===== src/hw/rtl/tkfc_ram.sv =====
// ----------------------------------------------------------------------------
// tkfc_ram: generic single-write, single-read RAM
// One write port, one read port, read data registered.
// ----------------------------------------------------------------------------
`default_nettype none
module tkfc_ram #(
  parameter int unsigned Width = 8,
  parameter int unsigned Depth = 16
) (
  input  wire logic                     clk_i,
  input  wire logic                     we_i,
  input  wire logic [$clog2(Depth)-1:0] waddr_i,
  input  wire logic [Width-1:0]         wdata_i,
  input  wire logic [$clog2(Depth)-1:0] raddr_i,
  output logic      [Width-1:0]         rdata_o
);

  logic [Width-1:0] mem_q [Depth];
  logic [Width-1:0] rdata_q;

  always_ff @(posedge clk_i) begin
    if (we_i) begin
      mem_q[waddr_i] <= wdata_i;
    end
    rdata_q <= mem_q[raddr_i];
  end

  assign rdata_o = rdata_q;

endmodule
`default_nettype wire


===== config.mk =====
export PLATFORM = sky130hd
export DESIGN_NAME = tkfc_ram
export DESIGN_NICKNAME = d
export VERILOG_FILES = /design/src/hw/rtl/tkfc_ram.sv
export SDC_FILE = /design/constraint.sdc
export NUM_CORES = 1
export LEC_CHECK = 0
export CORE_ASPECT_RATIO = 1.75
export CORE_MARGIN = 2
export CORE_UTILIZATION = 49
export DETAILED_ROUTE_END_ITERATION = 16
export DONT_BUFFER_PORTS = 1
export PLACE_DENSITY_LB_ADDON = 0.15
export REMOVE_ABC_BUFFERS = 1
export SYNTH_ARGS = -nofsm -noshare
export SYNTH_HDL_FRONTEND = slang
export SYNTH_SLANG_ARGS = --single-unit
export TNS_END_PERCENT = 1

===== constraint.sdc =====
create_clock -name clk_i -period 1.7 [get_ports clk_i]
set_input_delay 0.17 -clock clk_i [delete_from_list [all_inputs] [get_ports clk_i]]
set_output_delay 0.17 -clock clk_i [all_outputs]
set_load 0.01 [all_outputs]

==> results of run 1 <==
-- worst paths after layout --
| path | start | end | slack [ns] | cells past startpoint |
|---|---|---|---|---|
| max | mem_q[0][0]$_DFFE_PP_ | rdata_o[0]$_DFF_P_ | 0.30 | 3 |
| min | raddr_i[1] | rdata_o[5]$_DFF_P_ | 0.07 | 3 |
| max reg2reg | mem_q[0][0]$_DFFE_PP_ | rdata_o[0]$_DFF_P_ | 0.30 | 3 |
| min reg2reg | mem_q[12][5]$_DFFE_PP_ | rdata_o[5]$_DFF_P_ | 0.67 | 3 |
-- cell usage after synthesis (all sizes together) --
cell type / n
a22oi: 16
and2b: 1
nor2: 13
buf: 7
mux4: 32
nand2: 9
nand3b: 2
edfxtp: 128
dfxtp: 8
or3b: 1
nand2b: 2
nand3: 1
nor3: 4
nor2b: 1
and2: 1
clkdlybuf4s25: 3
-- state kept, by name, indices dropped and copies added, names as in the netlist --
signal and flops:
mem_q 128, rdata_o 8
-- power groups by stage --
stage | combinational, W | clock (W) | sequential, W
detailed placement | 0.000207 | 0 | 0.00386
CTS | 0.000263 | 0.00393 | 0.00379
finish | 0.000258 | 0.00387 | 0.00379
global route | 0.000280 | 0.00407 | 0.00380
global placement | 0.000207 | 0 | 0.00386
floorplan | 0.000150 | 0 | 0.00384
-- per-stage QoR --
| step | power [W] | cells | utilization (%) | setup slack (ns) |
|---|---|---|---|---|
| 6_report | 0.007917 | 407 | 59.50 | 0.2989 |
| 5_1_grt | 0.008141 | 407 | 59.50 | 0.2462 |
| 4_1_cts | 0.007978 | 407 | 59.50 | 0.2855 |
| 3_5_place_dp | 0.004065 | 367 | 52.52 | 0.2926 |
| 3_3_place_gp | 0.004062 | 367 | 52.52 | 0.2963 |
| 2_1_floorplan | 0.003995 | 219 | - | 0.03713 |
-- timing repair --
item	CTS	global route
hold buffers	8	0
endpoints found under the setup margin	0	0
hold endpoints to repair	128	0
-- layout make-up --
class	instances	area (um^2)
multi-input cells	83	1057
clock buffers	18	429.2
well taps	127	158.9
flip-flops and latches	136	4004
fillers	725	4146
repair buffers	29	237.7
clock inverters	14	205.2
-- per-layer routing --
| metal | track usage [%] | vias up | wire length, um |
|---|---|---|---|
| met4 | 8.385 | 0 | 95 |
| met3 | 6.031 | 5 | 484 |
| met1 | 22.89 | 1236 | 3630 |
| met2 | 30.72 | 70 | 5341 |
| li1 | - | 1051 | - |
| met5 | 0 | - | 0 |
-- worst max-delay path, cell delays in order (launching register included) --
cell      delay, ns
edfxtp_1       0.39
mux4_1         0.52
a22oi_1        0.25
nand2_1        0.12
-- cell families (layout without fill, tap and decap cells) --
| family | count (synthesis) | after routing |
|---|---|---|
| buffers and inverters | 10 | 61 |
| AOI/OAI and AO/OA | 16 | 16 |
| muxes | 32 | 32 |
| and+or+nand+nor | 35 | 35 |
| DFF | 136 | 136 |
==> impl_metrics.py, run 1 <==
metrics = {
    "clocking": {
        "clk_pin_slew_ns": 0.06,
        "clk_latency_ns": 0.41,
        "ctsRootBufferMaster": "clkbuf_16",
        "cts_resized": 0,
        "cts_setup_buffers": 0,
        "cts_buffers": 17,
        "cts_buffer_depth": 2,
        "htree_levels": 4,
        "clock_sinks": 136,
        "cts_tree": "done",
    },
    "die": {
        "io_pins": 26,
        "die_h_um": 139.6,
        "fp.coreArea_um2": 10240,
        "die_area_um2": 11370,
        "start_util_pct": 50.27,
        "fp.dieW_um": 81.48,
        "rows": 49,
    },
    "synthesis": {
        "ys_seq_area_share_pct": 77.78,
        "yosysTopAreaCell": "edfxtp_1",
        "synth_cell_types": 19,
        "syn_inst": 229,
        "synth_top_family_by_area": "multiplexers",
        "yosys.area_share.simple_pct": 3.184,
        "synth_warnings": 0,
        "synth.top_cell.area_share_pct": 74.67,
        "avgSynthCellArea_um2": 22.48,
        "synth_compound_area_share_pct": 2.333,
        "synth_fa_ha_area_share_pct": 0,
        "yosys.area_share.xor_xnor_pct": 0,
        "synth_mux_area_share_pct": 15.02,
        "yosys-top-cells-area": "edfxtp_1, mux4_2, mux4_1",
        "ys_ff_latch": 136,
        "synth_area_um2": 5147,
    },
    "grt": {
        "antenna_found_initial": 0,
        "gr-total-overflow": 0,
        "grt_pass1_wl_um": 14570,
        "grt_max_degree": 33,
        "grtUsageTotal_pct": 18.94,
        "grt_pass1_vias": 2522,
    },
    "place": {
        "portBuffers": 0,
        "dp_hpwl_um": 6165,
        "placed_area_um2": 5378,
        "place.gp.congestion": 0.7906,
    },
    "critical_path": {
        "cp-end-kind": "flip-flop",
        "critPathArrivalTime_ns": 1.68,
        "startpoint_type": "flip-flop",
        "crit_fanout": 1,
        "critical_path_class": "flip-flop to flip-flop",
        "required_ns": 1.98,
    },
    "sta": {
        "max_freq_ghz": 0.7137,
        "relSlewSlack_pct": 58.11,
        "period_share_pct": 82.42,
        "rsz0062_at_grt": "false",
        "fin_setup_tns_ns": 0,
        "worst_slew_pin_slew_ns": 0.6260,
        "whs_ns": 0.06964,
        "fin_crit_ns": 1.401,
        "skew_ns": 0.007354,
        "setup-violations-final": 0,
        "hold_viol": 0,
        "maxSlewViolCount": 0,
    },
    "detailed_routing": {
        "dr.pass1.iters": 4,
        "routed_via_density": 5.803,
        "detail_route.iter0.violations": 171,
        "wl_per_cell_um": 23.47,
        "via_count": 2362,
        "drtAntennaViolNets": 0,
        "drc": 0,
        "drt-total-wl_um": 9551,
    },
    "pwr": {
        "combinationalPowerShare_pct": 3.3,
        "powerDensity_nw_per_um2": 1300,
        "p_seq_share_pct": 47.8,
        "p_leak_nw": 2.045,
        "peakVddDrop_mv": 0.8207,
        "p_sw_w": 0.001454,
        "internal-power_w": 0.006463,
        "clkPwrFrac_pct": 48.9,
        "sw_frac_of_total_pct": 18.36,
    },
    "job": {
        "maxCapViolations": 0,
    },
    "layout": {
        "syn2layout_area_growth_pct": 18.35,
        "post-route-cell-area_um2": 6092,
        "antenna_cells": 0,
        "final_common_cell": "edfxtp_1",
        "nets": 285,
        "mostFrequentLayoutCells": "edfxtp_1, buf_4, mux4_2",
        "drive_gt1_share_pct": 24.64,
    },
    "min_path": {
        "hold_path_class": "input port to flip-flop",
    },
    "run_status": {
        "status": "completed",
    },
}
Note: power is estimated with default switching activity, not from simulation.
==> inputs of run 2 (changes only) <==
ABC_AREA = 1   (was unset)
clock period = 1.1 ns   (was 1.7 ns; I/O delays follow)
==> run 2 against run 1 <==
Against the previous run:
- the run now ends with negative hold slack left
- core utilization shrank 1.4 points
- clock skew shrank 0.0025 ns
- clock-buffer cell count shrank 1
- sequential power grew 55%
- via count grew 58%
- first-iteration DRC count grew 35%
- die area grew 12%
- critical path type is now input port to flip-flop
==> impl_metrics.py, run 2 <==
metrics = {
    "critical_path": {
        "cp-end-kind": "flip-flop",
        "required_ns": 1.21,
        "critPathArrivalTime_ns": 1.15,
        "cpMaxStageDelayCell": "dlygate4sd3_1",
        "startpoint_type": "input port",
        "crit_fanout": 16,
        "critical_path_class": "input port to flip-flop",
        "max_stage_delay_ns": 1.03,
        "crit_family": "buffers and inverters",
        "cp_cell_sequence": "dlygate4sd3_1",
        "path_buf_inv": 1,
    },
    "layout": {
        "mostFrequentLayoutCells": "nand2_1, edfxtp_1, inv_1",
        "drive_gt1_share_pct": 8.659,
        "final_core_util_pct": 58.07,
        "regMostFlops": "mem_q",
        "largest_reg_flops": 128,
        "antenna_cells": 0,
        "final_common_cell": "nand2_1",
        "syn2layout_area_growth_pct": 15.97,
        "nets": 596,
    },
    "pwr": {
        "p_seq_share_pct": 47.6,
        "clkPwrFrac_pct": 47.3,
        "combinationalPowerShare_pct": 5.0,
        "sw_frac_of_total_pct": 20.74,
        "internal-power_w": 0.009752,
        "powerDensity_nw_per_um2": 1840,
        "p_sw_w": 0.002552,
        "peakVddDrop_mv": 1.234,
        "p_leak_nw": 2.895,
    },
    "grt": {
        "grt_max_degree": 66,
        "grt_pass1_vias": 3787,
        "grtUsageTotal_pct": 22.49,
        "antenna_found_initial": 0,
        "gr-total-overflow": 0,
        "grt_pass1_wl_um": 20440,
    },
    "synthesis": {
        "synth.top_cell.area_share_pct": 66.65,
        "synthFlopType": "edfxtp_1",
        "synth_top_family_by_area": "simple AND/OR/NAND/NOR gates",
        "yosys-top-cells-area": "edfxtp_1, nand2_1, nand3_1",
        "avgSynthCellArea_um2": 10.47,
        "synth_area_um2": 5767,
        "yosys.area_share.simple_pct": 21.05,
        "synth_fa_ha_area_share_pct": 0,
        "synth_warnings": 0,
        "yosysTopAreaCell": "edfxtp_1",
        "synthArstFlopShare_pct": 0,
        "ys_seq_area_share_pct": 69.43,
        "post-synth-top-count-cell": "nand2_1",
        "synth_cell_types": 12,
        "synth_common_cells": "nand2_1, edfxtp_1, inv_1",
        "ys_ff_latch": 136,
        "synth_mux_area_share_pct": 0,
        "synth-edff-count": 128,
        "syn_inst": 551,
        "yosys.area_share.xor_xnor_pct": 0,
        "synth_compound_area_share_pct": 0,
    },
    "clocking": {
        "cts_setup_buffers": 0,
        "cts_buffer_depth": 2,
        "ctsRootBufferMaster": "clkbuf_16",
        "htree_levels": 4,
        "cts_buffers": 17,
        "cts_tree": "done",
        "clk_latency_ns": 0.41,
        "clk_pin_slew_ns": 0.06,
        "clock_sinks": 136,
    },
    "sta": {
        "setup-violations-final": 0,
        "whs_ns": -0.02350,
        "worst_slew_pin_slew_ns": 0.7927,
        "period_share_pct": 94.50,
        "fin_setup_tns_ns": 0,
        "relSlewSlack_pct": 47.15,
        "hold_viol": 2,
        "skew_ns": 0.004884,
        "maxSlewViolCount": 0,
        "max_freq_ghz": 0.9620,
        "fin_crit_ns": 1.040,
        "rsz0062_at_grt": "false",
    },
    "run_status": {
        "status": "finished, violations left",
        "violations": "negative hold slack",
    },
    "detailed_routing": {
        "dr.pass1.iters": 4,
        "routed_via_density": 5.170,
        "drtAntennaViolNets": 0,
        "detail_route.iter0.violations": 231,
        "via_count": 3743,
        "wl_per_cell_um": 18.65,
        "drt-total-wl_um": 13510,
        "drc": 0,
    },
    "die": {
        "die_area_um2": 12690,
        "fp.dieW_um": 86.01,
        "rows": 52,
        "die_h_um": 147.5,
        "start_util_pct": 50.08,
        "fp.coreArea_um2": 11520,
        "io_pins": 26,
    },
    "job": {
        "maxCapViolations": 0,
    },
    "place": {
        "dp_hpwl_um": 8172,
        "portBuffers": 0,
        "place.gp.congestion": 0.8362,
    },
    "min_path": {
        "hold_path_class": "input port to flip-flop",
    },
}
run 2: kinds of logic (layout without fill, tap and decap cells):
kind of cell	count (synthesis)	after routing
buffers and inverters	126	164
AND/OR/NAND/NOR	289	289
flip-flops	136	136
run 2: what timing repair did:
action,CTS,global route
endpoints found under the setup margin,0,17
hold endpoints to repair,136,7
resized for setup,0,2
hold buffers,10,2
run 2: final cells by class:
type,count,area [um^2]
clock inverters,13,180.2
clock buffers,17,425.4
repair buffers,32,312.8
fillers,950,4828
flip-flops and latches,136,4004
inverters,102,382.9
well taps,135,168.9
multi-input cells,289,1214
run 2: power by group through the flow:
stage                     clock network (W)  registers (W)  logic, W
after detailed placement                  0        0.00597  0.000482
after global routing                0.00606        0.00587  0.000691
after CTS                           0.00589        0.00586  0.000616
after floorplan                           0        0.00595  0.000313
final                               0.00582        0.00586  0.000620
after global placement                    0        0.00596  0.000478
run 2: per-stage QoR:
stage               power [W]  cell area, um^2  setup WS (ns)  hold WS (ns)  instances
floorplan            0.006258             5600       0.009517        0.2089        527
global placement     0.006443             5957        0.05273        0.2099        682
detailed placement   0.006450             5957        0.05429        0.2098        682
CTS                   0.01237             6663       0.005540      -0.09352        722
global route          0.01262             6688        0.01144      0.006408        724
finish                0.01230             6688        0.06046      -0.02350        724
run 2: path summary, 6_finish.rpt:
check	to	depth (start not counted)	start	slack (ns)
worst max-delay path	mem_q[2][1]$_DFFE_PP_	1	wdata_i[1]	0.06
worst min-delay path	rdata_o[4]$_DFF_P_	3	raddr_i[2]	-0.02
worst max register to register	rdata_o[4]$_DFF_P_	6	mem_q[5][4]$_DFFE_PP_	0.08
worst min register to register	rdata_o[6]$_DFF_P_	6	mem_q[2][6]$_DFFE_PP_	0.67
run 2: per-layer routing:
layer / global-route usage (%) / vias to the layer above / part of all wire (%)
met5: 0 / - / 0
met4: 13.49 / 0 / 5.4
met3: 4.802 / 42 / 5.4
met2: 37.87 / 111 / 52
met1: 25.86 / 1767 / 38
li1: - / 1823 / -
