**config.mk**
```make
export PLATFORM = sky130hd
export DESIGN_NAME = tkfc_engine
export DESIGN_NICKNAME = d
export VERILOG_FILES = /design/src/hw/rtl/tkfc_pkg.sv /design/src/hw/rtl/tkfc_engine.sv
export SDC_FILE = /design/constraint.sdc
export NUM_CORES = 1
export LEC_CHECK = 0
export BUFFER_PORTS_ARGS = -buffer_cell sky130_fd_sc_hd__buf_2
export CELL_PAD_IN_SITES_DETAIL_PLACEMENT = 2
export CELL_PAD_IN_SITES_GLOBAL_PLACEMENT = 2
export CORE_MARGIN = 2
export CORE_UTILIZATION = 35
export CTS_CLUSTER_SIZE = 30
export DETAILED_ROUTE_END_ITERATION = 10
export HOLD_SLACK_MARGIN = 0.12
export PLACE_DENSITY = 0.9
export SLEW_MARGIN = 20
export SYNTH_ARGS = -nofsm -noshare
export SYNTH_HDL_FRONTEND = slang
export SYNTH_SLANG_ARGS = --single-unit
```
**constraint.sdc**
```tcl
create_clock -name clk_i -period 10.55 [get_ports clk_i]
set_clock_uncertainty 0.05 [all_clocks]
set_input_delay 0.5275 -clock clk_i [delete_from_list [all_inputs] [get_ports clk_i]]
set_output_delay 0.5275 -clock clk_i [all_outputs]
set_load 0.1 [all_outputs]
```
**src/hw/rtl/tkfc_pkg.sv**
```systemverilog
// ----------------------------------------------------------------------------
// tkfc_pkg: shared types and constants
// Sizes, request codes and engine states of the TTL keyed cache.
// ----------------------------------------------------------------------------
`default_nettype none
package tkfc_pkg;

  localparam int unsigned Entries  = 64;
  localparam int unsigned IdxW     = $clog2(Entries);
  localparam int unsigned CntW     = $clog2(Entries + 1);
  localparam int unsigned KeyW     = 64;
  localparam int unsigned TypeW    = 16;
  localparam int unsigned PayW     = 32;
  localparam int unsigned ExpW     = 33;
  localparam int unsigned EntryW   = KeyW + TypeW + PayW + ExpW;
  localparam int unsigned OutCntW  = 7;
  localparam logic [31:0] MinTtlStart = 32'hFFFF_FFFF;

  typedef enum logic [1:0] {
    ReqStore  = 2'd0,
    ReqLookup = 2'd1,
    ReqSweep  = 2'd2,
    ReqNone   = 2'd3
  } req_e;

  typedef enum logic [2:0] {
    StIdle,
    StScanRd,
    StScan,
    StDropRd,
    StDrop,
    StAppend,
    StReply
  } state_e;

  typedef struct packed {
    logic [KeyW-1:0]  key;
    logic [TypeW-1:0] qtype;
    logic [PayW-1:0]  pay;
    logic [ExpW-1:0]  exp;
  } entry_t;

endpackage
`default_nettype wire

```
**src/hw/rtl/tkfc_engine.sv**
```systemverilog
// ----------------------------------------------------------------------------
// tkfc_engine: request sequencer
// Walks the entry RAM one entry per cycle for lookup, compaction, drop-oldest
// and append; keeps count and running minimum TTL.
// ----------------------------------------------------------------------------
`default_nettype none
module tkfc_engine (
  input  wire logic                         clk_i,
  input  wire logic                         rst_ni,
  // request
  input  wire logic                         req_valid_i,
  output logic                              req_stall_o,
  input  wire logic [1:0]                   req_type_i,
  input  wire logic [31:0]                  now_seconds_i,
  input  wire logic [63:0]                  name_key_i,
  input  wire logic [15:0]                  query_type_i,
  input  wire logic [31:0]                  payload_handle_i,
  input  wire logic [31:0]                  record_ttl_i,
  input  wire logic                         record_valid_i,
  input  wire logic                         last_record_i,
  // RAM side
  output logic                              we_o,
  output logic [tkfc_pkg::IdxW-1:0]         waddr_o,
  output tkfc_pkg::entry_t                  wdata_o,
  output logic [tkfc_pkg::IdxW-1:0]         raddr_o,
  input  tkfc_pkg::entry_t                  rdata_i,
  // result
  output logic                              res_valid_o,
  input  wire logic                         res_stall_i,
  output logic                              op_done_o,
  output logic                              hit_o,
  output logic [31:0]                       hit_payload_o,
  output logic [6:0]                        entries_held_o,
  output logic                              dropped_oldest_o,
  output logic [6:0]                        expired_removed_o
);

  localparam int unsigned IdxW = tkfc_pkg::IdxW;
  localparam int unsigned CntW = tkfc_pkg::CntW;
  localparam logic [CntW-1:0] Full = CntW'(tkfc_pkg::Entries);

  tkfc_pkg::state_e state_q, state_d;
  logic [CntW-1:0]  count_q, count_d;
  logic [31:0]      min_q, min_d;
  logic [CntW-1:0]  rd_q, rd_d;     // read pointer
  logic [CntW-1:0]  kept_q, kept_d; // write pointer during compaction
  tkfc_pkg::req_e   req_q, req_d;
  logic [31:0]      now_q, now_d;
  tkfc_pkg::entry_t item_q, item_d; // key/type/payload of request; exp = now+min
  logic             hit_q, hit_d;
  logic [31:0]      hpay_q, hpay_d;
  logic             drop_q, drop_d;
  logic [CntW-1:0]  rem_q, rem_d;
  logic             done_q, done_d;
  logic             rv_q, rv_d;     // result register valid

  logic             accept;
  logic             live;
  logic             out_free;

  assign out_free    = !rv_q || !res_stall_i;
  assign req_stall_o = (state_q != tkfc_pkg::StIdle) || !out_free;
  assign accept      = req_valid_i && !req_stall_o;
  assign live        = rdata_i.exp > {1'b0, now_q};

  always_ff @(posedge clk_i or negedge rst_ni) begin
    if (!rst_ni) begin
      state_q <= tkfc_pkg::StIdle;
      count_q <= '0;
      min_q   <= tkfc_pkg::MinTtlStart;
      rv_q    <= 1'b0;
    end else begin
      state_q <= state_d;
      count_q <= count_d;
      min_q   <= min_d;
      rv_q    <= rv_d;
    end
  end

  always_ff @(posedge clk_i) begin
    rd_q   <= rd_d;
    kept_q <= kept_d;
    req_q  <= req_d;
    now_q  <= now_d;
    item_q <= item_d;
    hit_q  <= hit_d;
    hpay_q <= hpay_d;
    drop_q <= drop_d;
    rem_q  <= rem_d;
    done_q <= done_d;
  end

  // next state and datapath
  always_comb begin
    state_d = state_q;
    count_d = count_q;
    min_d   = min_q;
    rd_d    = rd_q;
    kept_d  = kept_q;
    req_d   = req_q;
    now_d   = now_q;
    item_d  = item_q;
    hit_d   = hit_q;
    hpay_d  = hpay_q;
    drop_d  = drop_q;
    rem_d   = rem_q;
    done_d  = done_q;
    rv_d    = rv_q && res_stall_i;
    we_o    = 1'b0;
    waddr_o = kept_q[IdxW-1:0];
    wdata_o = rdata_i;
    raddr_o = rd_q[IdxW-1:0];
    case (state_q)
      tkfc_pkg::StIdle: begin
        if (accept) begin
          req_d  = tkfc_pkg::req_e'(req_type_i);
          now_d  = now_seconds_i;
          item_d.key   = name_key_i;
          item_d.qtype = query_type_i;
          item_d.pay   = payload_handle_i;
          item_d.exp   = {1'b0, now_seconds_i} + {1'b0, min_q};
          hit_d  = 1'b0;
          hpay_d = '0;
          drop_d = 1'b0;
          rem_d  = '0;
          done_d = 1'b0;
          rd_d   = '0;
          kept_d = '0;
          raddr_o = '0;
          state_d = tkfc_pkg::StReply;
          case (tkfc_pkg::req_e'(req_type_i))
            tkfc_pkg::ReqStore: begin
              if (record_valid_i && record_ttl_i < min_q) begin
                min_d = record_ttl_i;
                item_d.exp = {1'b0, now_seconds_i} + {1'b0, record_ttl_i};
              end
              if (last_record_i) begin
                min_d  = tkfc_pkg::MinTtlStart;
                done_d = 1'b1;
                state_d = (count_q >= Full) ? tkfc_pkg::StScanRd
                                            : tkfc_pkg::StAppend;
              end
            end
            tkfc_pkg::ReqLookup: begin
              done_d  = 1'b1;
              state_d = (count_q != '0) ? tkfc_pkg::StScanRd : tkfc_pkg::StReply;
            end
            tkfc_pkg::ReqSweep: begin
              done_d  = 1'b1;
              state_d = (count_q != '0) ? tkfc_pkg::StScanRd : tkfc_pkg::StReply;
            end
            default: ;
          endcase
        end
      end
      // read issued for entry rd_q
      tkfc_pkg::StScanRd: begin
        raddr_o = rd_q[IdxW-1:0];
        rd_d    = rd_q + 1'b1;
        state_d = tkfc_pkg::StScan;
      end
      // rdata holds entry rd_q-1; next read already aimed at rd_q
      tkfc_pkg::StScan: begin
        raddr_o = rd_q[IdxW-1:0];
        if (req_q == tkfc_pkg::ReqLookup) begin
          if (live && rdata_i.key == item_q.key && rdata_i.qtype == item_q.qtype) begin
            hit_d   = 1'b1;
            hpay_d  = rdata_i.pay;
            state_d = tkfc_pkg::StReply;
          end else if (rd_q >= count_q) begin
            state_d = tkfc_pkg::StReply;
          end else begin
            rd_d = rd_q + 1'b1;
          end
        end else begin
          // compaction: live entries move down to kept_q
          if (live) begin
            we_o   = (kept_q != rd_q - 1'b1);
            kept_d = kept_q + 1'b1;
          end else begin
            rem_d = rem_q + 1'b1;
          end
          if (rd_q >= count_q) begin
            count_d = live ? kept_q + 1'b1 : kept_q;
            if (req_q == tkfc_pkg::ReqSweep) begin
              state_d = tkfc_pkg::StReply;
            end else if (live && kept_q + 1'b1 >= Full) begin
              drop_d  = 1'b1;
              rd_d    = CntW'(1);
              kept_d  = '0;
              state_d = tkfc_pkg::StDropRd;
            end else begin
              state_d = tkfc_pkg::StAppend;
            end
          end else begin
            rd_d = rd_q + 1'b1;
          end
        end
      end
      // drop oldest: shift entries 1..count-1 down one
      tkfc_pkg::StDropRd: begin
        raddr_o = rd_q[IdxW-1:0];
        rd_d    = rd_q + 1'b1;
        state_d = tkfc_pkg::StDrop;
      end
      tkfc_pkg::StDrop: begin
        raddr_o = rd_q[IdxW-1:0];
        we_o    = 1'b1;
        kept_d  = kept_q + 1'b1;
        if (rd_q >= count_q) begin
          count_d = count_q - 1'b1;
          state_d = tkfc_pkg::StAppend;
        end else begin
          rd_d = rd_q + 1'b1;
        end
      end
      tkfc_pkg::StAppend: begin
        we_o    = 1'b1;
        waddr_o = count_q[IdxW-1:0];
        wdata_o = item_q;
        count_d = count_q + 1'b1;
        state_d = tkfc_pkg::StReply;
      end
      tkfc_pkg::StReply: begin
        rv_d    = 1'b1;
        state_d = tkfc_pkg::StIdle;
      end
      default: state_d = tkfc_pkg::StIdle;
    endcase
  end

  assign res_valid_o       = rv_q;
  assign op_done_o         = done_q;
  assign hit_o             = hit_q;
  assign hit_payload_o     = hpay_q;
  assign entries_held_o    = 7'(count_q);
  assign dropped_oldest_o  = drop_q;
  assign expired_removed_o = 7'(rem_q);

  // checks
  a_count_bound: assert property (@(posedge clk_i) disable iff (!rst_ni)
    count_q <= Full) else $error("entry count above capacity");
  a_no_accept_busy: assert property (@(posedge clk_i) disable iff (!rst_ni)
    (state_q != tkfc_pkg::StIdle) |-> !accept) else $error("accept while busy");
  a_reply_valid: assert property (@(posedge clk_i) disable iff (!rst_ni)
    (state_q == tkfc_pkg::StReply) |=> rv_q) else $error("result not raised");
  a_hit_lookup: assert property (@(posedge clk_i) disable iff (!rst_ni)
    (rv_q && hit_q) |-> (req_q == tkfc_pkg::ReqLookup)) else $error("hit off lookup");

endmodule
`default_nettype wire

```
==> results.env <==
CRITICAL_PATH.STARTPOINT_TYPE='flop'
SYNTHARSTFLOPSHARE_PCT=15.5
NETLIST.AREA_LEADER.SHARE_PCT=39.2
TRITONCTS='done'
NUMBER_OF_CLOCK_BUFFERS_INSERTED_BY_TRITONCTS=36
GLOBAL_ROUTE.USAGE.TOTAL_PCT=34.4
IR_WORST_VDD_uV=149
SYNTHESIS.AREA_PER_INSTANCE_UM2=11.0
FIRST_GLOBAL_VIAS=19000
HOLD_WS_NS=0.143
CTS.SINK_COUNT=278
PLACE.GP.CONGESTION=1.02
CTS.ROOT.BUFFER_CELL='sky130_fd_sc_hd__clkbuf_16'
PATH_CLK_SLEW_NS=0.06
OUTCOME='finished clean'
POSTSYNTHNETCOUNT=2123
PERIOD_NEEDED_NS=5.04
SYNTH_WARNINGS=0
SYN_AREA_UM2=18000
FINAL_COUNT_OF_PINS_VIOLATING_MAX_SLEW=0
MAX_SLEW_MARGIN_PCT=25.2
TIGHTESTPINTRANSITION_NS=1.12
SYNTH_MUX_AREA_SHARE_PCT=9.77
DIE_H_UM=231
COUNT_OF_FLIP_FLOPS_WITH_A_BUILT_IN_ENABLE_AFTER_SYNTHESIS=235
CRIT_TYPE='flop to output pin'
PLACEMENT_ROWS=83
START_UTIL_PCT=35.2
SYNTH_SIMPLE_GATE_AREA_SHARE_PCT=9.81
SYNTH_TOP_FAMILY_BY_AREA='compound AO/OA/AOI/OAI gates'
SYN_TO_FINAL_GROWTH_PCT=32.0
FINALHOLDVIOLATIONS=0
GRT_REMAINING_OVERFLOW=0
FINAL_LAYOUT_SIZE_SUFFIX_GT1_SHARE_PCT=35.1
SETUP_VIOL_COUNT_FINAL=0
FINAL-INSTANCE-COUNT-EXCL-FILL=2994
DR_TOTAL_VIAS=16900
WL_PER_CELL_UM=31.0
POSTSYNTH.TOPFLOPCELL='sky130_fd_sc_hd__edfxtp_1'
CORE_UM2=51100
MOST_FREQUENT_CELLS_AFTER_SYNTHESIS='sky130_fd_sc_hd__edfxtp_1 (235), sky130_fd_sc_hd__mux2_2 (150), sky130_fd_sc_hd__ha_1 (149)'
FIN_NETS=2759
SYNTH_SEQ_AREA_SHARE_PCT=45.4
POWER.STATIC_LEAKAGE_uW=0.0105
FIN_TNS_SETUP_NS=0
IO_BUFFER_COUNT=537
SYNTH-COMPOUND-AREA-SHARE_PCT=13.4
MAX_FREQ_MHz=198
WORST-PATH-MAX-FANOUT=81
MAX_CAP_VIOL_COUNT=0
CELLPOWERDENSITY_nW_PER_UM2=307
SYNTHDISTINCTLIBCELLS=71
POST-ROUTE-DRC-COUNT=0
REPORT.POWER.TOTAL_uW=7290
MOST_REPEATED_CELL_IN_THE_GATE_LEVEL_NETLIST_AFTER_SYNTHESIS='sky130_fd_sc_hd__edfxtp_1'
POST-ROUTE-PERIOD-UTIL_PCT=47.8
WORSTPATHREQUIRED_NS=9.97
COUNT_OF_TRITONROUTE_ITERATIONS_IN_THE_FIRST_ROUTING_PASS=5
ANTENNA_FOUND_INITIAL=28
WORST-ENDPOINT-ARRIVAL_NS=4.46
GRT_START_MAX_NET_PINS=82
POST-ROUTE-CELL-AREA_UM2=23800
POST_SYNTH_FA_HA_MAJ_AREA_FRACTION_PCT=10.7
HOLD_CLASS='input port to flop'
POSTCTSSETUPREPAIRBUFS=0
CLOCK_INSERTION_DELAY_WORST_SKEW_NS=0.55
GLOBAL_ROUTE_WIRE_LENGTH_BEFORE_REPAIR_UM=133000
DRT-TOTAL-WL_UM=92900
SYNTHTOPCELLSBYAREA='sky130_fd_sc_hd__edfxtp_1 (39%), sky130_fd_sc_hd__ha_1 (10%), sky130_fd_sc_hd__mux2_2 (9.4%), sky130_fd_sc_hd__dfstp_2 (4.7%), sky130_fd_sc_hd__xor2_1 (4.2%)'
POST_SYNTH_XOR_AREA_FRACTION_PCT=7.74
SYNTH.FF_LATCH_COUNT=278
DETAIL_ROUTE.ITER0.VIOLATIONS=950
CTS-ROOT-TO-SINK-BUFFERS=3
IO_PINS=538
SYNTH_TOP_AREA_CELL='sky130_fd_sc_hd__edfxtp_1'
ROUTE.ANTENNA.REMAINING_NETS=0
FLOORPLAN.DIE.WIDTH_UM=231
CRITPATHCAPTURETYPE='output pin'
CTSHTREEMAXLEVEL=2
RSZ0062_AT_GRT='no'
DIEAREA_UM2=53300
PLACEDCELLCOUNT=2814
DP_HPWL_UM=67500
SYNTH_CELLS=1642
PLACEDINSTANCEAREA_UM2=21400
ROUTE.DETAILED.VIAS_PER_INST=5.65
==> state kept, by name, summed over array words and instances (netlist names), 3 cells and up <==
register           count
item_q               145
hit_payload_o         32
min_q                 32
now_q                 32
entries_held_o         7
expired_removed_o      7
kept_q                 7
rd_q                   7
state_q                3
==> layer usage <==
metal | GRT usage (%) | share of wire (%) | up-vias | wire, um
li1 | - | - | 7390 | -
met1 | 34.5 | 35 | 8501 | 32100
met2 | 61.8 | 51 | 698 | 47500
met3 | 10.7 | 6.8 | 303 | 6330
met4 | 21.6 | 7.2 | 30 | 6650
met5 | 0 | 0.21 | - | 196
==> layout make-up <==
cell class                      instances  area, um^2
Fill cell                            5334       27300
Multi-Input combinational cell       1213        9310
Sequential cell                       278        8170
Timing Repair Buffer                  654        3830
Clock buffer                           41         941
Tap cell                              680         851
Inverter                               95         362
Clock inverter                         24         275
Antenna cell                            9        22.5
==> per-stage QoR <==
step / utilization, % / setup WS (ns)
final: 46.5 / 5.51
after global routing: 46.5 / 5.26
after CTS: 46.4 / 5.55
after detailed placement: 42.0 / 6.09
after global placement: 42.0 / 6.29
after floorplan: - / 3.16
==> final timing paths <==
path / start / to / slack (ns) / depth (start not counted)
setup / recovery: state_q[1] / wdata_o[87] / 5.51 / 7
hold / removal: name_key_i[38] / item_q[119] / 0.14 / 1
setup reg to reg: min_q[0] / item_q[30] / 6.38 / 13
hold reg to reg: min_q[6] / min_q[6] / 0.47 / 2
max in group asynchronous: rst_ni / entries_held_o[2] / 9.37 / 3
min in group asynchronous: rst_ni / res_valid_o / 0.61 / 3
==> layout by cell type, fill, tap and decap left out, types with 8 or more instances in the layout <==
cell and instances:
sky130_fd_sc_hd__dfrtp_1 11, sky130_fd_sc_hd__nand3_1 25, sky130_fd_sc_hd__o21a_1 8, sky130_fd_sc_hd__and3_1 42
sky130_fd_sc_hd__dfstp_2 32, sky130_fd_sc_hd__a211oi_1 11, sky130_fd_sc_hd__nand2b_1 16, sky130_fd_sc_hd__mux2_2 150
sky130_fd_sc_hd__diode_2 9, sky130_fd_sc_hd__a21oi_1 102, sky130_fd_sc_hd__inv_1 93, sky130_fd_sc_hd__nor3_1 32
sky130_fd_sc_hd__o21ai_0 142, sky130_fd_sc_hd__buf_2 537, sky130_fd_sc_hd__buf_4 11, sky130_fd_sc_hd__nand4_1 28
sky130_fd_sc_hd__clkinv_1 8, sky130_fd_sc_hd__nor4_1 16, sky130_fd_sc_hd__nor2_1 77, sky130_fd_sc_hd__xor2_1 86
sky130_fd_sc_hd__edfxtp_1 235, sky130_fd_sc_hd__dlygate4sd3_1 106, sky130_fd_sc_hd__nand2_1 84, sky130_fd_sc_hd__ha_1 149
sky130_fd_sc_hd__clkbuf_16 37, sky130_fd_sc_hd__xnor2_1 73, sky130_fd_sc_hd__a21o_1 53
==> report_power, final <==
| group | internal, uW | switching, uW | leakage (uW) |
|---|---|---|---|
| clock | 790 | 544 | 0.000597 |
| combinational | 1040 | 2890 | 0.00724 |
| sequential | 1700 | 327 | 0.00267 |
| total | 3530 | 3760 | 0.0105 |
==> critical path, cell delays in order (launching register included) <==
cell,delay (ns)
sky130_fd_sc_hd__dfrtp_1,0.32
sky130_fd_sc_hd__buf_4,0.42
sky130_fd_sc_hd__nor2b_1,0.21
sky130_fd_sc_hd__nand2_4,0.24
sky130_fd_sc_hd__buf_4,0.79
sky130_fd_sc_hd__buf_4,0.99
sky130_fd_sc_hd__mux2_2,0.37
sky130_fd_sc_hd__buf_2,0.48
==> repair_timing <==
item                                   CTS  global route
gates resized for setup                  0             0
endpoints found under the hold margin  116             0
hold buffers                           106             0
==> logic make-up (layout without fill, tap and decap cells) <==
| kind of cell | Yosys count | in the layout |
|---|---|---|
| AOI/OAI and AO/OA | 393 | 393 |
| xor gates and xnor gates | 159 | 159 |
| adders and majority gates | 152 | 152 |
| buffers and inverters | 151 | 814 |
| DFF | 278 | 278 |
| muxes | 157 | 157 |
| other | 0 | 9 |
| and+or+nand+nor | 352 | 352 |
Power figures use the tool's default switching activity.
